<file path="src/hw/rtl/msr_pkg.sv">
// ----------------------------------------------------------------------------
// msr_pkg
// Shared types, constants and the remainder step of the mosaic/scroll remapper.
// ----------------------------------------------------------------------------
package msr_pkg;

    // frame and mosaic size limits
    localparam logic [9:0] MAX_WIDTH   = 10'd512;
    localparam logic [8:0] MAX_HEIGHT  = 9'd256;
    localparam logic [4:0] MOSAIC_MAX  = 5'd16;

    // remainder pipeline: nine steps over three stages
    localparam int unsigned DIV_STEPS  = 3;
    localparam int unsigned DIV_STAGES = 3;

    // start-to-done pipeline depth: prep + divider stages + two finish stages
    localparam int unsigned PIPE_LATENCY = 6;

    // configuration register indexes
    localparam logic [2:0] CFG_FRAME_WIDTH    = 3'd0;
    localparam logic [2:0] CFG_FRAME_HEIGHT   = 3'd1;
    localparam logic [2:0] CFG_MARGIN_WIDTH   = 3'd2;
    localparam logic [2:0] CFG_BRIGHTNESS_NUM = 3'd3;
    localparam logic [2:0] CFG_BRIGHTNESS_DEN = 3'd4;
    localparam logic [2:0] CFG_EXTEND_TO_EDGE = 3'd5;

    // request type codes
    localparam logic REQ_COORD  = 1'b0;
    localparam logic REQ_BRIGHT = 1'b1;

    typedef struct packed {
        logic        req_type;
        logic [8:0]  dest_x;
        logic [7:0]  dest_y;
        logic [4:0]  tile_size;
        logic [9:0]  cur_scroll_x;
        logic [9:0]  snap_scroll_x;
        logic [9:0]  cur_scroll_y;
        logic [9:0]  snap_scroll_y;
        logic        track_scroll;
        logic [31:0] pixel_in;
    } msr_req_t;

    typedef struct packed {
        logic        write_enable;
        logic [8:0]  source_x;
        logic [7:0]  source_y;
        logic [31:0] pixel_out;
    } msr_result_t;

    // effective configuration, frame size already saturated
    typedef struct packed {
        logic [9:0] w;
        logic [8:0] h;
        logic [8:0] m;
        logic [3:0] num;
        logic [3:0] den;
        logic       ext;
    } msr_cfg_t;

    // one restoring-division lane: remaining dividend bits shift out at the
    // top while quotient bits shift in at the bottom
    typedef struct packed {
        logic [8:0] dq;
        logic [3:0] rem;
    } msr_lane_t;

    typedef struct packed {
        logic               req_type;
        logic               keep_px;
        logic [31:0]        pixel;
        logic               oob;
        logic               xneg;
        logic signed [10:0] xm;
        logic [7:0]         y;
        logic signed [9:0]  dx;
        logic signed [9:0]  dy;
        logic [4:0]         size;
        msr_lane_t          lane_x;
        msr_lane_t          lane_y;
        msr_lane_t [2:0]    lane_rgb;
    } msr_pipe_t;

    function automatic msr_lane_t div_step(input msr_lane_t l, input logic [4:0] d);
        msr_lane_t  r;
        logic [4:0] t;
        logic [4:0] nr;
        logic       ge;
        t     = {l.rem, l.dq[8]};
        ge    = (t >= d);
        nr    = ge ? (t - d) : t;
        r.rem = nr[3:0];
        r.dq  = {l.dq[7:0], ge};
        return r;
    endfunction

endpackage

</file>
<file path="src/hw/rtl/msr_prep.sv">
// ----------------------------------------------------------------------------
// msr_prep
// Entry stage: scroll deltas, bounds test, grid offset, channel products.
// ----------------------------------------------------------------------------
module msr_prep (
    input  logic              clk,
    input  logic              rst_n,
    input  logic              in_valid,
    input  msr_pkg::msr_req_t in_req,
    input  msr_pkg::msr_cfg_t cfg,
    output logic              out_valid,
    output msr_pkg::msr_pipe_t out_pipe
);
    import msr_pkg::*;

    logic               valid_reg;
    msr_pipe_t          pipe_reg;
    msr_pipe_t          pipe_next;

    logic [9:0]         dx_raw;
    logic [9:0]         dy_raw;
    logic signed [9:0]  dx;
    logic signed [9:0]  dy;
    logic signed [10:0] bx;
    logic signed [10:0] by;
    logic signed [10:0] xm;
    logic signed [10:0] xm_neg;
    logic [4:0]         size_sat;
    logic [11:0]        prod [3];

    always_comb
    begin
        dx_raw = in_req.cur_scroll_x - in_req.snap_scroll_x;
        dy_raw = in_req.cur_scroll_y - in_req.snap_scroll_y;
        dx     = in_req.track_scroll ? signed'(dx_raw) : '0;
        dy     = in_req.track_scroll ? signed'(dy_raw) : '0;
        bx     = signed'({2'b00, in_req.dest_x}) + signed'({dx[9], dx});
        by     = signed'({3'b000, in_req.dest_y}) + signed'({dy[9], dy});
        xm     = signed'({2'b00, in_req.dest_x}) - signed'({2'b00, cfg.m});
        xm_neg = -xm;

        if (in_req.tile_size == 5'd0)
        begin
            size_sat = 5'd1;
        end
        else if (in_req.tile_size > MOSAIC_MAX)
        begin
            size_sat = MOSAIC_MAX;
        end
        else
        begin
            size_sat = in_req.tile_size;
        end

        for (int i = 0; i < 3; i++)
        begin
            prod[i] = {4'b0000, in_req.pixel_in[8*i +: 8]} * {8'h00, cfg.num};
        end

        pipe_next.req_type = in_req.req_type;
        pipe_next.keep_px  = (cfg.den == 4'd0) || (cfg.num >= cfg.den);
        pipe_next.pixel    = in_req.pixel_in;
        pipe_next.oob      = !cfg.ext && (bx[10] || by[10]
                             || (bx >= signed'({1'b0, cfg.w}))
                             || (by >= signed'({2'b00, cfg.h})));
        pipe_next.xneg     = xm[10];
        pipe_next.xm       = xm;
        pipe_next.y        = in_req.dest_y;
        pipe_next.dx       = dx;
        pipe_next.dy       = dy;
        pipe_next.size     = size_sat;
        pipe_next.lane_x.dq  = xm[10] ? xm_neg[8:0] : xm[8:0];
        pipe_next.lane_x.rem = '0;
        pipe_next.lane_y.dq  = {1'b0, in_req.dest_y};
        pipe_next.lane_y.rem = '0;
        // top three product bits start as the partial remainder; they stay
        // below den whenever scaling applies
        for (int i = 0; i < 3; i++)
        begin
            pipe_next.lane_rgb[i].dq  = prod[i][8:0];
            pipe_next.lane_rgb[i].rem = {1'b0, prod[i][11:9]};
        end
    end

    always_ff @(posedge clk or negedge rst_n)
    begin
        if (!rst_n)
        begin
            valid_reg <= 1'b0;
        end
        else
        begin
            valid_reg <= in_valid;
        end
    end

    always_ff @(posedge clk)
    begin
        pipe_reg <= pipe_next;
    end

    assign out_valid = valid_reg;
    assign out_pipe  = pipe_reg;

endmodule

</file>
<file path="src/hw/rtl/msr_div_stage.sv">
// ----------------------------------------------------------------------------
// msr_div_stage
// One register stage of the restoring remainder/quotient pipeline.
// ----------------------------------------------------------------------------
module msr_div_stage (
    input  logic               clk,
    input  logic               rst_n,
    input  logic               in_valid,
    input  msr_pkg::msr_pipe_t in_pipe,
    input  logic [3:0]         den,
    output logic               out_valid,
    output msr_pkg::msr_pipe_t out_pipe
);
    import msr_pkg::*;

    logic      valid_reg;
    msr_pipe_t pipe_reg;
    msr_pipe_t pipe_next;

    // coordinate lanes divide by the mosaic size, color lanes by den
    always_comb
    begin
        pipe_next = in_pipe;
        for (int s = 0; s < DIV_STEPS; s++)
        begin
            pipe_next.lane_x = div_step(pipe_next.lane_x, pipe_next.size);
            pipe_next.lane_y = div_step(pipe_next.lane_y, pipe_next.size);
            for (int i = 0; i < 3; i++)
            begin
                pipe_next.lane_rgb[i] = div_step(pipe_next.lane_rgb[i], {1'b0, den});
            end
        end
    end

    always_ff @(posedge clk or negedge rst_n)
    begin
        if (!rst_n)
        begin
            valid_reg <= 1'b0;
        end
        else
        begin
            valid_reg <= in_valid;
        end
    end

    always_ff @(posedge clk)
    begin
        pipe_reg <= pipe_next;
    end

    assign out_valid = valid_reg;
    assign out_pipe  = pipe_reg;

endmodule

</file>
<file path="src/hw/rtl/msr_finish.sv">
// ----------------------------------------------------------------------------
// msr_finish
// Grid floor, delta add, clamp and result formatting (two stages).
// ----------------------------------------------------------------------------
module msr_finish (
    input  logic                 clk,
    input  logic                 rst_n,
    input  logic                 in_valid,
    input  msr_pkg::msr_pipe_t   in_pipe,
    input  msr_pkg::msr_cfg_t    cfg,
    output logic                 out_valid,
    output msr_pkg::msr_result_t out_result
);
    import msr_pkg::*;

    // stage A: sums
    logic               a_valid_reg;
    logic               a_req_reg;
    logic               a_oob_reg;
    logic signed [11:0] a_sumx_reg;
    logic signed [10:0] a_sumy_reg;
    logic [31:0]        a_pixel_reg;

    logic [4:0]         radj;
    logic signed [11:0] gx;
    logic [7:0]         gy;
    logic signed [11:0] sumx_next;
    logic signed [10:0] sumy_next;
    logic [31:0]        pixel_next;

    // stage B: output
    logic               valid_reg;
    msr_result_t        result_reg;
    msr_result_t        result_next;
    logic [9:0]         w_m1;
    logic [8:0]         h_m1;
    logic [8:0]         sx;
    logic [7:0]         sy;

    always_comb
    begin
        // floor for negative offsets: step down by size - rem unless exact
        if (in_pipe.xneg)
        begin
            radj = (in_pipe.lane_x.rem == 4'd0) ? 5'd0
                 : (in_pipe.size - {1'b0, in_pipe.lane_x.rem});
        end
        else
        begin
            radj = {1'b0, in_pipe.lane_x.rem};
        end
        gx        = signed'({in_pipe.xm[10], in_pipe.xm}) - signed'({7'd0, radj});
        sumx_next = gx + signed'({3'b000, cfg.m}) + signed'({{2{in_pipe.dx[9]}}, in_pipe.dx});
        gy        = in_pipe.y - {4'h0, in_pipe.lane_y.rem};
        sumy_next = signed'({3'b000, gy}) + signed'({in_pipe.dy[9], in_pipe.dy});

        if (in_pipe.keep_px)
        begin
            pixel_next = in_pipe.pixel;
        end
        else
        begin
            pixel_next = {in_pipe.pixel[31:24], in_pipe.lane_rgb[2].dq[7:0],
                          in_pipe.lane_rgb[1].dq[7:0], in_pipe.lane_rgb[0].dq[7:0]};
        end
    end

    always_comb
    begin
        w_m1 = cfg.w - 10'd1;
        h_m1 = cfg.h - 9'd1;

        if (a_sumx_reg[11])
        begin
            sx = '0;
        end
        else if (a_sumx_reg[10:0] >= {1'b0, cfg.w})
        begin
            sx = w_m1[8:0];
        end
        else
        begin
            sx = a_sumx_reg[8:0];
        end

        if (a_sumy_reg[10])
        begin
            sy = '0;
        end
        else if (a_sumy_reg[9:0] >= {1'b0, cfg.h})
        begin
            sy = h_m1[7:0];
        end
        else
        begin
            sy = a_sumy_reg[7:0];
        end

        result_next = '0;
        if (a_req_reg == REQ_BRIGHT)
        begin
            result_next.pixel_out = a_pixel_reg;
        end
        else if (!a_oob_reg)
        begin
            result_next.write_enable = 1'b1;
            result_next.source_x     = sx;
            result_next.source_y     = sy;
        end
    end

    always_ff @(posedge clk or negedge rst_n)
    begin
        if (!rst_n)
        begin
            a_valid_reg <= 1'b0;
            valid_reg   <= 1'b0;
        end
        else
        begin
            a_valid_reg <= in_valid;
            valid_reg   <= a_valid_reg;
        end
    end

    always_ff @(posedge clk)
    begin
        a_req_reg   <= in_pipe.req_type;
        a_oob_reg   <= in_pipe.oob;
        a_sumx_reg  <= sumx_next;
        a_sumy_reg  <= sumy_next;
        a_pixel_reg <= pixel_next;
        result_reg  <= result_next;
    end

    assign out_valid  = valid_reg;
    assign out_result = result_reg;

endmodule

</file>
<file path="src/hw/rtl/mosaic_scroll_pixel_remap_core.sv">
// ----------------------------------------------------------------------------
// mosaic_scroll_pixel_remap_core
// Maps destination pixels to saved-frame fetch positions and scales pixels.
// ----------------------------------------------------------------------------
//
//  Channel   Signals                            Transfer
//  -------   --------------------------------   -------------------------------
//  request   start, busy, req (msr_req_t)       taken when start && !busy
//  result    done, result (msr_result_t)        valid for the one cycle done=1
//  config    cfg_we, cfg_index, cfg_data        written when cfg_we=1
//
//  One request per clock, every clock; busy is always low.
//  From start to done a request passes the entry stage, three remainder stages
//  (nine restoring steps, three per stage, for the mosaic grid and the
//  brightness divide), then floor/add and clamp/format stages.
//  Reset clears all valid bits and loads the configuration defaults.
//  The receiver cannot stall, so the pipeline never holds; done pulses once
//  per request in request order.
//
module mosaic_scroll_pixel_remap_core (
    input  logic                 clk,
    input  logic                 rst_n,
    // request channel
    input  logic                 start,
    output logic                 busy,
    input  msr_pkg::msr_req_t    req,
    // result channel
    output logic                 done,
    output msr_pkg::msr_result_t result,
    // configuration writes
    input  logic                 cfg_we,
    input  logic [2:0]           cfg_index,
    input  logic [9:0]           cfg_data
);
    import msr_pkg::*;

    // configuration registers
    logic [9:0] frame_width_reg;
    logic [8:0] frame_height_reg;
    logic [8:0] margin_width_reg;
    logic [3:0] brightness_num_reg;
    logic [3:0] brightness_den_reg;
    logic       extend_to_edge_reg;

    msr_cfg_t   cfg;

    // pipeline links: entry stage, then one per remainder stage
    logic       stage_valid [DIV_STAGES+1];
    msr_pipe_t  stage_pipe  [DIV_STAGES+1];

    logic       accept;

    always_ff @(posedge clk or negedge rst_n)
    begin
        if (!rst_n)
        begin
            frame_width_reg    <= 10'd256;
            frame_height_reg   <= 9'd224;
            margin_width_reg   <= 9'd64;
            brightness_num_reg <= 4'd15;
            brightness_den_reg <= 4'd15;
            extend_to_edge_reg <= 1'b0;
        end
        else if (cfg_we)
        begin
            unique case (cfg_index)
                CFG_FRAME_WIDTH:    frame_width_reg    <= cfg_data;
                CFG_FRAME_HEIGHT:   frame_height_reg   <= cfg_data[8:0];
                CFG_MARGIN_WIDTH:   margin_width_reg   <= cfg_data[8:0];
                CFG_BRIGHTNESS_NUM: brightness_num_reg <= cfg_data[3:0];
                CFG_BRIGHTNESS_DEN: brightness_den_reg <= cfg_data[3:0];
                CFG_EXTEND_TO_EDGE: extend_to_edge_reg <= cfg_data[0];
                default:            ;  // unused indexes are ignored
            endcase
        end
    end

    // effective frame size: zero counts as one, oversize saturates
    always_comb
    begin
        if (frame_width_reg == 10'd0)
        begin
            cfg.w = 10'd1;
        end
        else if (frame_width_reg > MAX_WIDTH)
        begin
            cfg.w = MAX_WIDTH;
        end
        else
        begin
            cfg.w = frame_width_reg;
        end

        if (frame_height_reg == 9'd0)
        begin
            cfg.h = 9'd1;
        end
        else if (frame_height_reg > MAX_HEIGHT)
        begin
            cfg.h = MAX_HEIGHT;
        end
        else
        begin
            cfg.h = frame_height_reg;
        end

        cfg.m   = margin_width_reg;
        cfg.num = brightness_num_reg;
        cfg.den = brightness_den_reg;
        cfg.ext = extend_to_edge_reg;
    end

    // fully pipelined, so a request is always taken
    assign busy   = 1'b0;
    assign accept = start && !busy;

    msr_prep u_prep (
        .clk       (clk),
        .rst_n     (rst_n),
        .in_valid  (accept),
        .in_req    (req),
        .cfg       (cfg),
        .out_valid (stage_valid[0]),
        .out_pipe  (stage_pipe[0])
    );

    for (genvar g = 0; g < DIV_STAGES; g++)
    begin : g_div
        msr_div_stage u_div (
            .clk       (clk),
            .rst_n     (rst_n),
            .in_valid  (stage_valid[g]),
            .in_pipe   (stage_pipe[g]),
            .den       (cfg.den),
            .out_valid (stage_valid[g+1]),
            .out_pipe  (stage_pipe[g+1])
        );
    end

    msr_finish u_finish (
        .clk        (clk),
        .rst_n      (rst_n),
        .in_valid   (stage_valid[DIV_STAGES]),
        .in_pipe    (stage_pipe[DIV_STAGES]),
        .cfg        (cfg),
        .out_valid  (done),
        .out_result (result)
    );

endmodule

</file>
<file path="config.mk">
export PLATFORM = sky130hd
export DESIGN_NAME = mosaic_scroll_pixel_remap_core
export DESIGN_NICKNAME = d
export VERILOG_FILES = /design/src/hw/rtl/msr_pkg.sv /design/src/hw/rtl/msr_prep.sv /design/src/hw/rtl/msr_div_stage.sv /design/src/hw/rtl/msr_finish.sv /design/src/hw/rtl/mosaic_scroll_pixel_remap_core.sv
export SDC_FILE = /design/constraint.sdc
export NUM_CORES = 1
export LEC_CHECK = 0
export ABC_AREA = 1
export BUFFER_PORTS_ARGS = -buffer_cell sky130_fd_sc_hd__buf_4
export CAP_MARGIN = 10
export CELL_PAD_IN_SITES_DETAIL_PLACEMENT = 0
export CELL_PAD_IN_SITES_GLOBAL_PLACEMENT = 1
export CORE_MARGIN = 1.5
export CORE_UTILIZATION = 35
export DETAILED_ROUTE_END_ITERATION = 10
export PLACE_DENSITY_LB_ADDON = 0.1
export SETUP_SLACK_MARGIN = 0.15
export SYNTH_ARGS = -nofsm -noshare
export SYNTH_HDL_FRONTEND = slang
export SYNTH_SLANG_ARGS = --single-unit
</file>
<file path="constraint.sdc">
create_clock -name clk -period 5.4 [get_ports clk]
set_input_delay 0.54 -clock clk [delete_from_list [all_inputs] [get_ports clk]]
set_output_delay 0.54 -clock clk [all_outputs]
set_load 0.01 [all_outputs]
</file>
Word-level counts from Yosys, hierarchy flattened
Index checks and enable logic that the tools add are counted.
{"block": "word_totals", "register_bits": 673, "inputBits": 113, "out_inout_bits": 52}
{"block": "op_classes", "addsub": 56, "n_mul": 3, "magnitude_cmp": 53, "n_eq_ne": 5, "muxes": 58, "n_reduce_logical": 21}
{"operator": "$mux 4", "n": 42}
{"operator": "$sub 4x4->4", "n": 40}
{"operator": "$ge 5x4->1", "n": 24}
{"operator": "$ge 5x5->1", "n": 16}
{"operator": "$mux 9", "n": 5}
{"operator": "$mux 10", "n": 4}
{"operator": "$mul 8x4->12", "n": 3}
{"operator": "$add 12x10->12", "n": 2}
{"operator": "$mux 24", "n": 1}
{"operator": "$add 9x10->11", "n": 2}
{"operator": "$ge 11x10->1", "n": 2}
{"operator": "$sub 10x10->10", "n": 2}
{"operator": "$mux 18", "n": 1}
{"operator": "$ge 4x4->1", "n": 4}
{"operator": "$mux 8", "n": 2}
{"operator": "$mux 5", "n": 3}
{"operator": "$reduce_and 2->1", "n": 6}
{"operator": "$add 10x10->11", "n": 1}
{"operator": "$ge 11x11->1", "n": 1}
{"operator": "$sub 10x6->11", "n": 1}
{"operator": "$ge 10x9->1", "n": 1}
{"operator": "$gt 10x10->1 const B", "n": 1}
{"operator": "$logic_not 10->1", "n": 1}
{"operator": "$sub 9x9->10", "n": 1}
{"operator": "other kinds (23)", "n": 30}

Longest topological paths before layout
{"block": "depth", "ltp_word": 7, "mapped_depth": 29}

Hierarchy
Synthesis repeated with hierarchy kept, for this count alone.
{"block": "unflattened", "cells_unflattened": 3973, "area_unflattened_um2": 35034.9}
{"module": "msr_prep", "n_inst": 1, "cells_per_inst": 1064, "area_each_um2": 8411.8, "seq_area_each_um2": 2467.4}
{"module": "msr_div_stage (g_div[1].u_div)", "n_inst": 1, "cells_per_inst": 668, "area_each_um2": 6362.4, "seq_area_each_um2": 2927.8}
{"module": "msr_div_stage (g_div[2].u_div)", "n_inst": 1, "cells_per_inst": 671, "area_each_um2": 6359.8, "seq_area_each_um2": 2927.8}
{"module": "msr_div_stage (g_div[0].u_div)", "n_inst": 1, "cells_per_inst": 669, "area_each_um2": 6357.3, "seq_area_each_um2": 2927.8}
{"module": "msr_finish", "n_inst": 1, "cells_per_inst": 698, "area_each_um2": 5753.0, "seq_area_each_um2": 2192.1}
{"module": "mosaic_scroll_pixel_remap_core", "n_inst": 1, "cells_per_inst": 203, "area_each_um2": 1790.5, "seq_area_each_um2": 942.2}

Least setup slack after synthesis
No wires, ideal clock.
{"block": "synth_timing", "kind": "reg-to-reg", "from": "register brightness_den_reg[1]", "to": "register g_div[1].u_div.pipe_reg, in the netlist g_div[1].u_div.out_pipe[14]", "arrival_ns": 5.143, "required_time_ns": 5.281, "path_slack_ns": 0.138, "path_stages_with_launch": 26, "period_less_slack_ns": 5.262, "path_cell_list": "dfstp_2 inv_1 ha_1 nand2_1 o21ai_2 a21oi_2 or2_2 o21a_1 inv_1 ha_1 inv_1 nor3_1 nor2_2 nor2_1 nor3_2 nand2_4 o21ai_1 ha_1 inv_1 o21bai_1 a21oi_1 nor2_1 nor3_1 nand2_4 o21ai_0 nand2_1"}
{"element": "start, declared", "line_no": "mosaic_scroll_pixel_remap_core.sv:42", "rtl": "logic [3:0] brightness_den_reg;"}
{"element": "start signal, assigned", "line_no": "mosaic_scroll_pixel_remap_core.sv:71", "rtl": "CFG_BRIGHTNESS_DEN: brightness_den_reg <= cfg_data[3:0];"}
{"element": "end signal, assigned", "line_no": "msr_div_stage.sv:49", "rtl": "pipe_reg <= pipe_next;"}
{"element": "end, declared", "line_no": "msr_div_stage.sv:17", "rtl": "msr_pipe_t pipe_reg;"}

==> impl_metrics.ini <==
[run_status]
status = finished, final reports clean

[synthesis]
share_of_synthesized_area_occupied_by_flip_flops_and_latches_pct = 41.85
synth_ff_type = sky130_fd_sc_hd__dfxtp_1
synth-seq-cells = 633
synth-xor-area-share_pct = 4.220
ys_async_sr_fraction_pct = 6.793
synth-edff-count = 0
yosysUniqueCellTypes = 62
synthesis.instances = 3464
synth_top_family_by_area = adder cells
post_synth_and_or_nand_nor_area_fraction_pct = 16.25
netlist_area_sq_mm = 0.03083
yosys_warnings = 0
synth_adder_area_share_pct = 20.90
synth_fp_nets = 4035
synth-compound-area-share_pct = 8.165
post_synth.cell_area_avg_sq_um = 8.901
synthMuxAreaShare_pct = 1.023

[worst_setup_path]
crit_arrival_ns = 5.22
required_ns = 5.90
critical_path.endpoint_type = register
critical_path_class = register to register
path_depth = 28
reg2regPathDepth = 28
critPathTopFamily = simple AND/OR/NAND/NOR gates
cpMostUsedCell = sky130_fd_sc_hd__nand2_1
timing.critical_path.slowest_stage_cell = sky130_fd_sc_hd__dfstp_4
worstPathBufferInverterCount = 4
crit_fanout = 37
cp-start-kind = register
slowest_delay_ns = 0.62

[timing]
slew_violations = 0
setup_viol_count_final = 0
hold-worst-slack_ns = 0.03945
timing.setup.tns_ns = 0
finalHoldViolations = 0
worst_skew_ns = 0.02624
rsz0062_at_grt = yes
max_freq_mhz = 211.9
layout_min_cycle_time_ns = 4.720
final.period_utilization_pct = 87.41
max-slew-margin-rel_pct = 51.00
max_slew.worst_pin.slew_ns = 0.7350

[cells_and_area]
drive_above_1_share_pct = 11.88
layout_commonest_cell = sky130_fd_sc_hd__nand2_1
largest_register_ff_count = 361
layout.cells.most_common_list = sky130_fd_sc_hd__nand2_1, sky130_fd_sc_hd__dfxtp_1, sky130_fd_sc_hd__inv_1
synthToLayoutAreaGrowth_pct = 17.81
nNetsFinal = 4275

[grt]
initial_antenna_violation_count = 0
overflow = 0
grtUsageTotal_pct = 16.23
grt_start_max_net_pins = 44
vias_in_the_first_global_route = 21538
wire_length_of_the_first_global_routing_pass_mm = 115.8

[route]
detail_route.vias_per_cell = 4.400
drt_iter0_drc = 887
wirelength_mm = 71.77
drt_drc = 0
drt.antenna.violating_nets = 0
vias = 21649
dr.pass1.iters = 6
wire_per_inst_um = 14.59

[cts]
clk_latency_ns = 0.63
cts_htree_levels = 3
clock_tree_from_tritoncts = yes
clockBufferDepth = 3
cts_root_buf = sky130_fd_sc_hd__clkbuf_16
cts.reportedPaths.clkPinSlew_ns = 0.06
number_of_sinks_on_the_clock_net = 633
cts_inserted_buffers = 73

[place]
count_of_port_buffers_added_during_placement = 163
gp_congestion = 0.8066
dp_hpwl_mm = 55.14

[job]
max-cap-violations = 0

[floorplan]
area_of_the_die_sq_mm = 0.08988
row_count = 108
die-height_um = 299.8
floorplan.io_pins = 165
initial_utilization_pct = 35.43
dieWidth_um = 299.8
design.core.area_sq_mm = 0.08702

[worst_hold_path]
min-delay-path-class = input port to register
timing.hold.worst_path_depth = 1

[pwr]
power.density_mw_per_mm2 = 722.1
clock_power_share_pct = 19.7
power.share.combinational_pct = 54.8
intPower_mw = 14.90
switching_power_mw = 11.33
p_seq_share_pct = 25.4
vdd_drop_max_uv = 306.4
switching_share_pct = 43.18
power.leakage_nw = 18.53
==> per-layer routing <==
layer	part of all wire, %	vias to the layer above	track usage, %
met4	1.6	0	3.824
li1	-	11580	-
met1	53	9732	23.65
met3	3.1	82	2.413
met2	42	255	25.12
met5	0	-	0
==> logic make-up (layout without fill, tap and decap cells) <==
| kind of cell | count (synthesis) | count (layout) |
|---|---|---|
| fa+ha+maj | 458 | 458 |
| xor+xnor | 146 | 146 |
| compound gates | 430 | 430 |
| simple gates | 1148 | 1148 |
| buf+inv | 620 | 920 |
| other cells | 1 | 2 |
| mux | 28 | 28 |
| flops | 633 | 633 |
==> final timing paths <==
path	from	end	slack, ns
min reg2reg	g_div[1].u_div.out_pipe[114]	g_div[2].u_div.out_pipe[114]	0.31
min	req[85]	u_prep.out_pipe[97]	0.04
max reg2reg	brightness_den_reg[1]	g_div[0].u_div.out_pipe[28]	0.68
min in group asynchronous	rst_n	u_finish.out_valid	0.47
max	brightness_den_reg[1]	g_div[0].u_div.out_pipe[28]	0.68
max in group asynchronous	rst_n	frame_height_reg[0]	4.51
==> worst register-to-register path: cells and delay by family, from the launching register on <==
| family | cells | cell delay (ns) |
|---|---|---|
| flip-flops | 1 | 0.62 |
| adder cells (fa/ha/maj) | 3 | 1.15 |
| buffers and inverters | 4 | 0.46 |
| AO/OA/AOI/OAI | 6 | 1.02 |
| AND/OR/NAND/NOR | 15 | 1.38 |
==> what timing repair did <==
action	CTS	global route
hold endpoints to repair	40	0
gates resized for setup	0	11
setup buffers	0	2
hold buffers	11	0
setup endpoints to repair	0	25
==> power groups by stage <==
stage / sequential, mW / combinational (mW) / clock, mW
after floorplan: 6.52 / 11.3 / 0
after global placement: 6.79 / 14.5 / 0
after detailed placement: 6.78 / 14.4 / 0
after CTS: 6.69 / 14.5 / 5.36
after global routing: 6.80 / 16.9 / 5.56
final: 6.66 / 14.4 / 5.18
==> area by class of cell <==
cell class                 instances  area (sq um)
antenna                            1         2.502
clock buffer                      95          2061
clock inverter                    40         538.0
fill                            8736         50700
inverter                         591          2230
multi-input combinational       2211         15620
sequential                       633         12910
tap                             1155          1445
timing repair buffer             194          1521
==> stage by stage <==
stage | setup WS (ns) | std cells | utilization, % | cell area [sq um] | power, mW
3_3_place_gp | 0.3344 | 4771 | 38.55 | 33550 | 21.26
4_1_cts | 0.2988 | 4917 | 41.67 | 36260 | 26.57
2_1_floorplan | 0.2563 | 3464 | - | 30840 | 17.85
6_report | 0.6801 | 4920 | 41.74 | 36320 | 26.23
3_5_place_dp | 0.3186 | 4771 | 38.55 | 33550 | 21.18
5_1_grt | 0.1477 | 4919 | 41.74 | 36320 | 29.28
==> synth_stat cells (9+ instances only) <==
master,instances,area share [%]
sky130_fd_sc_hd__nand2_1,702,8.5
sky130_fd_sc_hd__dfxtp_1,590,38
sky130_fd_sc_hd__inv_1,582,7.1
sky130_fd_sc_hd__ha_1,363,15
sky130_fd_sc_hd__nor2_1,165,2.0
sky130_fd_sc_hd__a21oi_1,155,2.5
sky130_fd_sc_hd__o21ai_0,137,2.2
sky130_fd_sc_hd__nand3_1,128,2.1
sky130_fd_sc_hd__fa_1,95,6.2
sky130_fd_sc_hd__xor2_1,91,2.6
sky130_fd_sc_hd__xnor2_1,52,1.5
sky130_fd_sc_hd__nand4_1,40,0.81
sky130_fd_sc_hd__dfrtp_1,30,2.4
sky130_fd_sc_hd__mux2_2,28,1.0
sky130_fd_sc_hd__o21ai_1,26,0.42
sky130_fd_sc_hd__clkbuf_1,25,0.30
sky130_fd_sc_hd__nor3_1,24,0.39
sky130_fd_sc_hd__a21o_1,22,0.54
sky130_fd_sc_hd__nand3b_1,14,0.34
sky130_fd_sc_hd__dfstp_2,13,1.1
sky130_fd_sc_hd__a31oi_1,12,0.24
sky130_fd_sc_hd__nand3_2,12,0.39
sky130_fd_sc_hd__inv_2,9,0.11
sky130_fd_sc_hd__o21a_1,9,0.22
sky130_fd_sc_hd__o21bai_1,9,0.22
Note: power is estimated with default switching activity, not from simulation.
